### src/gbdt_pkg.sv
// ----------------------------------------------------------------------------
// gbdt_pkg
// Types and codes shared by the graph traversal controller and datapath.
// ----------------------------------------------------------------------------
`default_nettype none

package gbdt_pkg;

   localparam logic [1:0] FUNC_ADD = 2'd0;
   localparam logic [1:0] FUNC_BFS = 2'd1;
   localparam logic [1:0] FUNC_DFS = 2'd2;

   localparam logic [1:0] VIS_NEW  = 2'd0;
   localparam logic [1:0] VIS_OPEN = 2'd1;
   localparam logic [1:0] VIS_DONE = 2'd2;

   localparam int FIELD_VERTICES = 32;
   localparam logic [5:0] VCOUNT_RESET = 6'd32;

   typedef enum logic [4:0] {
      S_IDLE, S_DECODE, S_T_OUTER, S_B_POP, S_B_SCAN, S_B_CHK, S_B_EMIT,
      S_D_START, S_D_TOP, S_D_SCAN, S_D_CHK, S_D_PUSH, S_FLUSH,
      S_E_SCAN, S_E_CMP, S_E_WF, S_E_WT, S_E_RES, S_E_REJ
   } state_type;

   typedef enum logic [4:0] {
      OP_NONE, OP_ACCEPT, OP_TSTART, OP_I_INC, OP_BFS_SEED, OP_BFS_POP,
      OP_BFS_RD, OP_BFS_CHK, OP_BFS_EMIT, OP_DFS_SEED, OP_DFS_TOP, OP_DFS_RD,
      OP_DFS_POP, OP_DFS_PUSH, OP_FLUSH, OP_EDGE_RD, OP_EDGE_WF, OP_EDGE_WT,
      OP_EDGE_ACK, OP_EDGE_NAK
   } op_type;

   typedef enum logic [1:0] {CS_V, CS_F, CS_T} cnt_sel_type;
   typedef enum logic {VS_I, VS_W} vis_sel_type;

   typedef struct packed {
      op_type      op;
      cnt_sel_type cnt_sel;
      vis_sel_type vis_sel;
   } cmd_type;

   typedef struct packed {
      logic [1:0] func;
      logic       edge_ok;
      logic       start_ok;
      logic       i_lt_n;
      logic       vis_done;
      logic       vis_new;
      logic       w_in_range;
      logic       head_lt_tail;
      logic       p_lt_cnt;
      logic       scan_lt_cnt;
      logic       tail_nz;
      logic       dup_hit;
      logic       can_emit;
      logic       rsp_free;
      logic       flush_ok;
   } status_type;

endpackage

`default_nettype wire

### src/gbdt_ctrl.sv
// ----------------------------------------------------------------------------
// gbdt_ctrl
// Sequencer for edge insertion and breadth/depth-first traversal.
// ----------------------------------------------------------------------------
`default_nettype none

module gbdt_ctrl (
   input  wire                   clock,
   input  wire                   reset,
   input  wire                   req_tvalid,
   output logic                  req_tready,
   input  gbdt_pkg::status_type  status,
   output gbdt_pkg::cmd_type     cmd
);

   gbdt_pkg::state_type state_ff, state_in;

   always_ff @(posedge clock) begin
      if (reset) begin
         state_ff <= gbdt_pkg::S_IDLE;
      end else begin
         state_ff <= state_in;
      end
   end

   always_comb begin
      state_in = state_ff;
      case (state_ff)
         gbdt_pkg::S_IDLE: begin
            if (req_tvalid) state_in = gbdt_pkg::S_DECODE;
         end
         gbdt_pkg::S_DECODE: begin
            if (status.func == gbdt_pkg::FUNC_ADD) begin
               state_in = status.edge_ok ? gbdt_pkg::S_E_SCAN : gbdt_pkg::S_E_REJ;
            end else if ((status.func == gbdt_pkg::FUNC_BFS ||
                          status.func == gbdt_pkg::FUNC_DFS) && status.start_ok) begin
               state_in = gbdt_pkg::S_T_OUTER;
            end else begin
               state_in = gbdt_pkg::S_IDLE;
            end
         end
         gbdt_pkg::S_T_OUTER: begin
            if (!status.i_lt_n) begin
               state_in = gbdt_pkg::S_FLUSH;
            end else if (status.func == gbdt_pkg::FUNC_BFS) begin
               if (!status.vis_done) state_in = gbdt_pkg::S_B_POP;
            end else if (status.vis_new) begin
               state_in = gbdt_pkg::S_D_START;
            end
         end
         gbdt_pkg::S_B_POP: begin
            state_in = status.head_lt_tail ? gbdt_pkg::S_B_SCAN : gbdt_pkg::S_T_OUTER;
         end
         gbdt_pkg::S_B_SCAN: begin
            state_in = status.p_lt_cnt ? gbdt_pkg::S_B_CHK : gbdt_pkg::S_B_EMIT;
         end
         gbdt_pkg::S_B_CHK:  state_in = gbdt_pkg::S_B_SCAN;
         gbdt_pkg::S_B_EMIT: begin
            if (status.can_emit) state_in = gbdt_pkg::S_B_POP;
         end
         gbdt_pkg::S_D_START: begin
            if (status.can_emit) state_in = gbdt_pkg::S_D_TOP;
         end
         gbdt_pkg::S_D_TOP: begin
            state_in = status.tail_nz ? gbdt_pkg::S_D_SCAN : gbdt_pkg::S_T_OUTER;
         end
         gbdt_pkg::S_D_SCAN: begin
            state_in = status.scan_lt_cnt ? gbdt_pkg::S_D_CHK : gbdt_pkg::S_D_TOP;
         end
         gbdt_pkg::S_D_CHK: begin
            state_in = (status.w_in_range && status.vis_new) ? gbdt_pkg::S_D_PUSH
                                                             : gbdt_pkg::S_D_TOP;
         end
         gbdt_pkg::S_D_PUSH: begin
            if (status.can_emit) state_in = gbdt_pkg::S_D_TOP;
         end
         gbdt_pkg::S_FLUSH: begin
            if (status.flush_ok) state_in = gbdt_pkg::S_IDLE;
         end
         gbdt_pkg::S_E_SCAN: begin
            state_in = status.p_lt_cnt ? gbdt_pkg::S_E_CMP : gbdt_pkg::S_E_WF;
         end
         gbdt_pkg::S_E_CMP: begin
            state_in = status.dup_hit ? gbdt_pkg::S_E_REJ : gbdt_pkg::S_E_SCAN;
         end
         gbdt_pkg::S_E_WF: state_in = gbdt_pkg::S_E_WT;
         gbdt_pkg::S_E_WT: state_in = gbdt_pkg::S_E_RES;
         gbdt_pkg::S_E_RES, gbdt_pkg::S_E_REJ: begin
            if (status.rsp_free) state_in = gbdt_pkg::S_IDLE;
         end
         default: state_in = gbdt_pkg::S_IDLE;
      endcase
   end

   always_comb begin
      req_tready  = 1'b0;
      cmd.op      = gbdt_pkg::OP_NONE;
      cmd.cnt_sel = gbdt_pkg::CS_V;
      cmd.vis_sel = gbdt_pkg::VS_W;
      case (state_ff)
         gbdt_pkg::S_IDLE: begin
            req_tready = 1'b1;
            if (req_tvalid) cmd.op = gbdt_pkg::OP_ACCEPT;
         end
         gbdt_pkg::S_DECODE: begin
            if ((status.func == gbdt_pkg::FUNC_BFS || status.func == gbdt_pkg::FUNC_DFS)
                && status.start_ok) cmd.op = gbdt_pkg::OP_TSTART;
         end
         gbdt_pkg::S_T_OUTER: begin
            cmd.vis_sel = gbdt_pkg::VS_I;
            if (status.i_lt_n) begin
               if (status.func == gbdt_pkg::FUNC_BFS) begin
                  cmd.op = status.vis_done ? gbdt_pkg::OP_I_INC : gbdt_pkg::OP_BFS_SEED;
               end else if (!status.vis_new) begin
                  cmd.op = gbdt_pkg::OP_I_INC;
               end
            end
         end
         gbdt_pkg::S_B_POP: begin
            cmd.op = status.head_lt_tail ? gbdt_pkg::OP_BFS_POP : gbdt_pkg::OP_I_INC;
         end
         gbdt_pkg::S_B_SCAN: begin
            if (status.p_lt_cnt) cmd.op = gbdt_pkg::OP_BFS_RD;
         end
         gbdt_pkg::S_B_CHK:  cmd.op = gbdt_pkg::OP_BFS_CHK;
         gbdt_pkg::S_B_EMIT: begin
            if (status.can_emit) cmd.op = gbdt_pkg::OP_BFS_EMIT;
         end
         gbdt_pkg::S_D_START: begin
            if (status.can_emit) cmd.op = gbdt_pkg::OP_DFS_SEED;
         end
         gbdt_pkg::S_D_TOP: begin
            cmd.op = status.tail_nz ? gbdt_pkg::OP_DFS_TOP : gbdt_pkg::OP_I_INC;
         end
         gbdt_pkg::S_D_SCAN: begin
            cmd.op = status.scan_lt_cnt ? gbdt_pkg::OP_DFS_RD : gbdt_pkg::OP_DFS_POP;
         end
         gbdt_pkg::S_D_PUSH: begin
            if (status.can_emit) cmd.op = gbdt_pkg::OP_DFS_PUSH;
         end
         gbdt_pkg::S_FLUSH: begin
            if (status.flush_ok) cmd.op = gbdt_pkg::OP_FLUSH;
         end
         gbdt_pkg::S_E_SCAN: begin
            cmd.cnt_sel = gbdt_pkg::CS_F;
            if (status.p_lt_cnt) cmd.op = gbdt_pkg::OP_EDGE_RD;
         end
         gbdt_pkg::S_E_WF: begin
            cmd.cnt_sel = gbdt_pkg::CS_F;
            cmd.op      = gbdt_pkg::OP_EDGE_WF;
         end
         gbdt_pkg::S_E_WT: begin
            cmd.cnt_sel = gbdt_pkg::CS_T;
            cmd.op      = gbdt_pkg::OP_EDGE_WT;
         end
         gbdt_pkg::S_E_RES: begin
            if (status.rsp_free) cmd.op = gbdt_pkg::OP_EDGE_ACK;
         end
         gbdt_pkg::S_E_REJ: begin
            if (status.rsp_free) cmd.op = gbdt_pkg::OP_EDGE_NAK;
         end
         default: cmd.op = gbdt_pkg::OP_NONE;
      endcase
   end

endmodule

`default_nettype wire

### config.mk
export PLATFORM = sky130hd
export DESIGN_NAME = gbdt_ctrl
export DESIGN_NICKNAME = d
export VERILOG_FILES = /design/src/gbdt_pkg.sv /design/src/gbdt_ctrl.sv
export SDC_FILE = /design/constraint.sdc
export NUM_CORES = 1
export LEC_CHECK = 0
export ABC_AREA = 1
export BUFFER_PORTS_ARGS = -buffer_cell sky130_fd_sc_hd__buf_2
export CAP_MARGIN = 20
export CORE_UTILIZATION = 45
export DETAILED_ROUTE_END_ITERATION = 12
export GPL_ROUTABILITY_DRIVEN = 1
export PLACE_DENSITY = 0.72
export SKIP_CTS_REPAIR_TIMING = 1
export SLEW_MARGIN = 20
export SYNTH_ARGS = -nofsm -noshare
export SYNTH_HDL_FRONTEND = slang
export SYNTH_SLANG_ARGS = --single-unit
### constraint.sdc
create_clock -name clock -period 3.7 [get_ports clock]
set_input_delay 0.555 -clock clock [delete_from_list [all_inputs] [get_ports clock]]
set_output_delay 0.555 -clock clock [all_outputs]
set_load 0.05 [all_outputs]
==> flow_summary_export.csv, run 1 <==
group,metric,value,unit
run_status,status,"complete, no violations",
layout,max_flop_register,"state_ff",
timing,tightest_slew,449,ps
place,routabilityCongestion,0.995,
logic_synthesis,yosysUniqueCellTypes,22,
global_route,grt_pass1_wl,4310,um
timing,post-route-period-util,0.702,
worst_setup_path,worstSetupEndpointType,"output port",
logic_synthesis,yosys_warnings,0,
clock_network,cts_sinks,5,
worst_setup_path,cp.arrival,2040,ps
global_route,grt_pass1_vias,999,
layout,drive_above_1_share,0.208,
timing,fmax,385,MHz
layout,fillers,208,
timing,setup_violations,0,
floorplan,die_w,46.5,um
logic_synthesis,avgSynthCellArea,5.15,sq um
logic_synthesis,synth-seq-cells,5,
logic_synthesis,ys_top_cells_by_area,"nand2_1, nand3_1, nor2_1, dfxtp_1, inv_1",
layout,area_growth,19.5,%
layout,largest_register_ffs,5,
place,pre_cts_ws,1370,ps
clock_network,clk_pin_slew,40,ps
logic_synthesis,yosysTopAreaCell,"nand2_1",
floorplan,die_area,2160,sq um
timing,drv_slew,0,
global_route,grt_max_degree,12,
detailed_routing,antenna_left,0,
detailed_routing,num_vias,1201,
timing,rsz0062_at_grt,"false",
global_route,antenna_found_initial,0,
floorplan,coreArea,1780,sq um
layout,final_cell_mix,"nand2_1, nor2_1, buf_2, inv_1, nand3_1",
min_path,min_path_type,"primary input to flip-flop",
timing,relSlewSlack,0.699,
pwr,p_per_area,554,nW/um^2
pwr,max-vdd-ir-drop,0.303,mV
clock_network,h-tree-depth,1,
detailed_routing,avgRoutedWirePerCell,12.0,um
floorplan,top_level_ports,28,
worst_setup_path,critPathKind,"flip-flop to output port",
global_route,grt_overflow,0,
detailed_routing,viasPerCell,5.29,
timing,finalWorstSetupSlack,1100,ps
layout,nNetsFinal,224,
detailed_routing,drcViolationCount,0,
place,dpl.hpwl,2250,um
logic_synthesis,syn_area,891,sq um
logic_synthesis,syn_nets,194,
timing,hold_violations,0,
layout,final_common_cell,"nand2_1",
global_route,grt_usage,0.280,
detailed_routing,wirelength,2720,um
floorplan,die_h,46.5,um
pwr,leakagePower,0.617,nW
logic_synthesis,ys_seq_area_frac,0.112,
logic_synthesis,synthCells,173,
worst_setup_path,cp-start-kind,"flip-flop",
clock_network,clock_latency,240,ps
place,port-buffer-count,27,
detailed_routing,drt_iter0_markers,63,
layout,antenna_cells,0,
clock_network,cts_made_buffers,3,
worst_setup_path,crit_required,3140,ps
layout,reg_top3,"state_ff x5",
clock_network,root_buffer,"clkbuf_4",
floorplan,initial_core_util,0.500,
worst_setup_path,cp_max_fo,8,
timing,skew,6.72,ps
clock_network,cts_tree,"built",
clock_network,clk_path_buf_depth,2,
floorplan,rows,15,
timing,tns,0,ps
detailed_routing,drt_pass1_iterations,4,
logic_synthesis,synth_top_area_share,0.206,
flow_run,max_cap_viol_count,0,
timing,fin_crit,2600,ps
-- power breakdown --
group | leakage, nW | total, mW | internal [mW] | switching [mW]
sequential | 0.0407 | 0.0925 | 0.0674 | 0.0251
clock | 0.0150 | 0.0622 | 0.0407 | 0.0215
combinational | 0.561 | 0.435 | 0.113 | 0.322
total | 0.617 | 0.590 | 0.221 | 0.369
-- cells in the mapped netlist, drive strengths merged --
cell    count
nand4       8
nand2      51
nor3        2
ha          2
o311ai      1
buf         2
nor2       33
o21ai       6
nand3      25
nand3b      3
dfxtp       5
o211ai      2
inv        26
a21oi       5
a41oi       1
clkinv      1
-- through the flow --
| step | instance area, sq um | util | cells | power [mW] | hold WS, ps |
|---|---|---|---|---|---|
| 2_1_floorplan | 891 | - | 173 | 0.427 | 509 |
| 3_3_place_gp | 1040 | 0.582 | 223 | 0.524 | 538 |
| 3_5_place_dp | 1040 | 0.582 | 223 | 0.521 | 549 |
| 4_1_cts | 1060 | 0.597 | 227 | 0.587 | 528 |
| 5_1_grt | 1060 | 0.597 | 227 | 0.642 | 539 |
| 6_report | 1060 | 0.597 | 227 | 0.590 | 541 |
-- final timing paths --
check,start,to,slack (ps),cells past startpoint
max,state_ff[1]$_SDFFE_PP0P_,cmd[6],1100,8
min,reset,state_ff[1]$_SDFFE_PP0P_,540,2
max reg2reg,state_ff[4]$_SDFFE_PP0P_,state_ff[3]$_SDFFE_PP0P_,1930,8
min reg2reg,state_ff[0]$_SDFFE_PP0P_,state_ff[0]$_SDFFE_PP0P_,560,2
-- worst max-delay path: stages, from the launching register on --
cell and delay [ps]:
dfxtp_1 380, inv_1 140, nand2_1 80, nor2_1 360, nand3_1 170, o21ai_0 160, nor2_1 80, o311ai_0 100
buf_2 330
-- layout make-up --
cell class                      count  area [sq um]  area share
Multi-Input combinational cell    139           671       0.630
Tap cell                           25          31.3      0.0294
Clock buffer                        4          26.3      0.0247
Sequential cell                     5           100      0.0940
Inverter                           27           101      0.0952
Timing Repair Buffer               27           135       0.127
-- cells by family (layout without fill, tap and decap cells) --
family | count (synthesis) | after routing | share of synthesized area
compound gates | 15 | 15 | 0.0983
fa+ha+maj | 2 | 2 | 0.0281
buf+inv | 29 | 58 | 0.135
flops | 5 | 5 | 0.112
simple gates | 122 | 122 | 0.626
-- metal layers --
metal,wire [um],GRT usage,vias to the layer above
met5,0,0,-
met3,235,0.0706,4
met2,1240,0.475,62
met1,1210,0.362,513
met4,31,0.0294,0
li1,-,-,622
Note: power is estimated with default switching activity, not from simulation.
==> inputs of run 2 (changes only) <==
--- a/config.mk
+++ b/config.mk
@@ -5,13 +5,13 @@
 export SDC_FILE = /design/constraint.sdc
 export NUM_CORES = 1
 export LEC_CHECK = 0
-export ABC_AREA = 1
+export ABC_AREA = 0
 export BUFFER_PORTS_ARGS = -buffer_cell sky130_fd_sc_hd__buf_2
 export CAP_MARGIN = 20
 export CORE_UTILIZATION = 45
 export DETAILED_ROUTE_END_ITERATION = 12
 export GPL_ROUTABILITY_DRIVEN = 1
-export PLACE_DENSITY = 0.72
+export PLACE_DENSITY = 0.73
 export SKIP_CTS_REPAIR_TIMING = 1
 export SLEW_MARGIN = 20
 export SYNTH_ARGS = -nofsm -noshare
==> constraint.sdc (replaced) <==
create_clock -name clock -period 2.2 [get_ports clock]
set_input_delay 0.33 -clock clock [delete_from_list [all_inputs] [get_ports clock]]
set_output_delay 0.33 -clock clock [all_outputs]
set_load 0.05 [all_outputs]
==> run 2 against run 1 <==
  * Cell count fell by 5.3%
  * Register-to-register slack got worse by 1600 ps
  * Non-clock buffer count rose by 15
  * Synthesized area rose by 12%
  * Routed wire length rose by 23%
  * Design area rose by 25%
  * Combinational power rose by 140%
  * Die area rose by 11%
  * Clock skew barely moved
  * Critical path depth fell by 2
  * Global-route usage rose by 0.78 points
  * Largest cell class unchanged
==> flow_summary_export.csv, run 2 <==
group,metric,value,unit
detailed_routing,viasPerCell,6.19,
layout,area.sequential,105,sq um
floorplan,top_level_ports,28,
timing,hold_violations,0,
flow_run,max_cap_viol_count,0,
timing,drv_slew,0,
layout,nNetsFinal,210,
pwr,max-vdd-ir-drop,0.706,mV
worst_setup_path,reg2reg_depth,6,
clock_network,cts_tree,"built",
global_route,grt_pass1_vias,1197,
layout,fillers,184,
global_route,grt_overflow,0,
place,routabilityCongestion,1.01,
logic_synthesis,avgSynthCellArea,6.50,sq um
timing,relSlewSlack,0.759,
layout,antenna_cells,0,
logic_synthesis,yosys_warnings,0,
detailed_routing,num_vias,1331,
global_route,grt_pass1_wl,5380,um
timing,skew,6.71,ps
floorplan,die_h,49.0,um
timing,finalWorstSetupSlack,96.1,ps
layout,largest_register_ffs,5,
clock_network,clk_pin_slew,50,ps
floorplan,initial_core_util,0.492,
layout,fin_util,0.658,
place,dp_cells,211,
logic_synthesis,ys_seq_area_frac,0.101,
clock_network,clk_path_buf_depth,2,
layout,reg_top3,"state_ff x5",
worst_setup_path,worstSetupEndpointType,"output port",
worst_setup_path,critPathKind,"flip-flop to output port",
global_route,antenna_found_initial,0,
layout,final_cell_mix,"buf_2, buf_4, nand2_1, a21oi_1, nor2_1",
worst_setup_path,cp_max_fo,10,
pwr,p_per_area,982,nW/um^2
logic_synthesis,synth_top_area_share,0.101,
timing,setup_violations,0,
run_status,status,"complete, no violations",
worst_setup_path,r2r-end,"state_ff[0]$_SDFFE_PP0P_",
logic_synthesis,syn_area,995,sq um
worst_setup_path,cp.arrival,1770,ps
pwr,leakagePower,0.547,nW
place,port-buffer-count,27,
logic_synthesis,yosysTopAreaCell,"dfxtp_1",
detailed_routing,drt_pass1_iterations,4,
floorplan,die_area,2400,sq um
global_route,grtUsageMet2,0.463,
detailed_routing,avgRoutedWirePerCell,15.6,um
place,pre_cts_ws,153,ps
detailed_routing,wirelength,3350,um
global_route,busiest_layer,"met2",
logic_synthesis,yosysUniqueCellTypes,51,
min_path,worst_hold_startpoint,"reset",
timing,post-route-period-util,0.956,
min_path,hold_path_depth,2,
clock_network,cts_sinks,5,
global_route,grt_usage,0.288,
timing,fin_crit,2100,ps
layout,final_common_cell,"buf_2",
clock_network,cts_made_buffers,3,
pwr,p_total,1.31,mW
logic_synthesis,async_reset_ff_frac,0,
detailed_routing,drt_iter0_markers,119,
logic_synthesis,synthCells,153,
floorplan,rows,16,
global_route,grtUsageMet1,0.361,
clock_network,root_buffer,"clkbuf_4",
layout,drive_above_1_share,0.362,
clock_network,clock_latency,250,ps
place,dpl.hpwl,2520,um
layout,multi_input_area,866,sq um
layout,max_flop_register,"state_ff",
timing,tns,0,ps
timing,tightest_slew,353,ps
logic_synthesis,syn_nets,174,
logic_synthesis,synth-seq-cells,5,
floorplan,die_w,49.0,um
detailed_routing,antenna_left,0,
logic_synthesis,yosysMostFrequentCell,"a21oi_1",
worst_setup_path,r2r-start,"state_ff[2]$_SDFFE_PP0P_",
clock_network,h-tree-depth,1,
global_route,grt_max_degree,15,
logic_synthesis,synth_edf_count,0,
layout,stdcell_count,215,
worst_setup_path,crit_required,1870,ps
logic_synthesis,netlist_top_cells_count,"a21oi_1, nand2_1, nor2_1",
min_path,min_to,"state_ff[4]$_SDFFE_PP0P_",
global_route,grtUsageMet3,0.0467,
layout,area_growth,33.7,%
worst_setup_path,cp-start-kind,"flip-flop",
floorplan,coreArea,2020,sq um
logic_synthesis,ys_top_cells_by_area,"dfxtp_1, a21oi_1, nand2_1, nor2_1, buf_2",
logic_synthesis,synth_ff_type,"dfxtp_1",
worst_setup_path,reg2reg_setup_slack,310,ps
min_path,min_path_type,"primary input to flip-flop",
detailed_routing,drcViolationCount,0,
timing,fmax,475,MHz
## run 2: power by group
group | internal [mW] | switching (mW)
Sequential | 0.116 | 0.0471
Combinational | 0.388 | 0.644
Clock | 0.0688 | 0.0423
## run 2: how the worst max path moves through the flow
stage / slack, ps / startpoint / depth (start not counted) / endpoint
after CTS: -120 / state_ff[3]$_SDFFE_PP0P_ / 5 / cmd[4]
after floorplan: 110 / state_ff[0]$_SDFFE_PP0P_ / 4 / cmd[5]
final: 100 / state_ff[2]$_SDFFE_PP0P_ / 6 / cmd[4]
after global placement: 200 / state_ff[3]$_SDFFE_PP0P_ / 5 / cmd[4]
after global routing: -20 / state_ff[2]$_SDFFE_PP0P_ / 6 / cmd[4]
after detailed placement: 150 / state_ff[3]$_SDFFE_PP0P_ / 5 / cmd[4]
## run 2: cells by family (layout without fill, tap and decap cells)
logic type,after synthesis,in the layout,synth area share
compound gates,51,51,0.347
fa+ha+maj,2,2,0.0252
mux,2,2,0.0214
simple gates,72,72,0.410
buf+inv,20,55,0.0868
flops,5,5,0.101
xor+xnor,1,1,0.00881
## run 2: through the flow
step / instance area [sq um] / hold slack (ps)
final: 1330 / 285
after CTS: 1270 / 286
after global routing: 1330 / 298
after detailed placement: 1240 / 546
after global placement: 1240 / 542
after floorplan: 1010 / 399
## run 2: area by class of cell
class                   count  share of cell area
multi-input cells         128               0.651
repair buffers             42               0.199
flip-flops and latches      5              0.0790
inverters                   9              0.0254
well taps                  27              0.0254
clock buffers               4              0.0198
## run 2: metal layers
metal,routed length (um),vias to the layer above,share of wire
li1,-,637,-
met1,1360,589,0.41
met2,1580,93,0.47
met3,324,12,0.097
met4,85,0,0.025
met5,0,-,0
## run 2: worst max-delay path, cell delays in order (launching register included)
cell and delay, ps:
dfxtp_2 370, buf_4 190, nor2_1 150, buf_4 170, nand3_1 160, o2111ai_2 250
buf_4 230
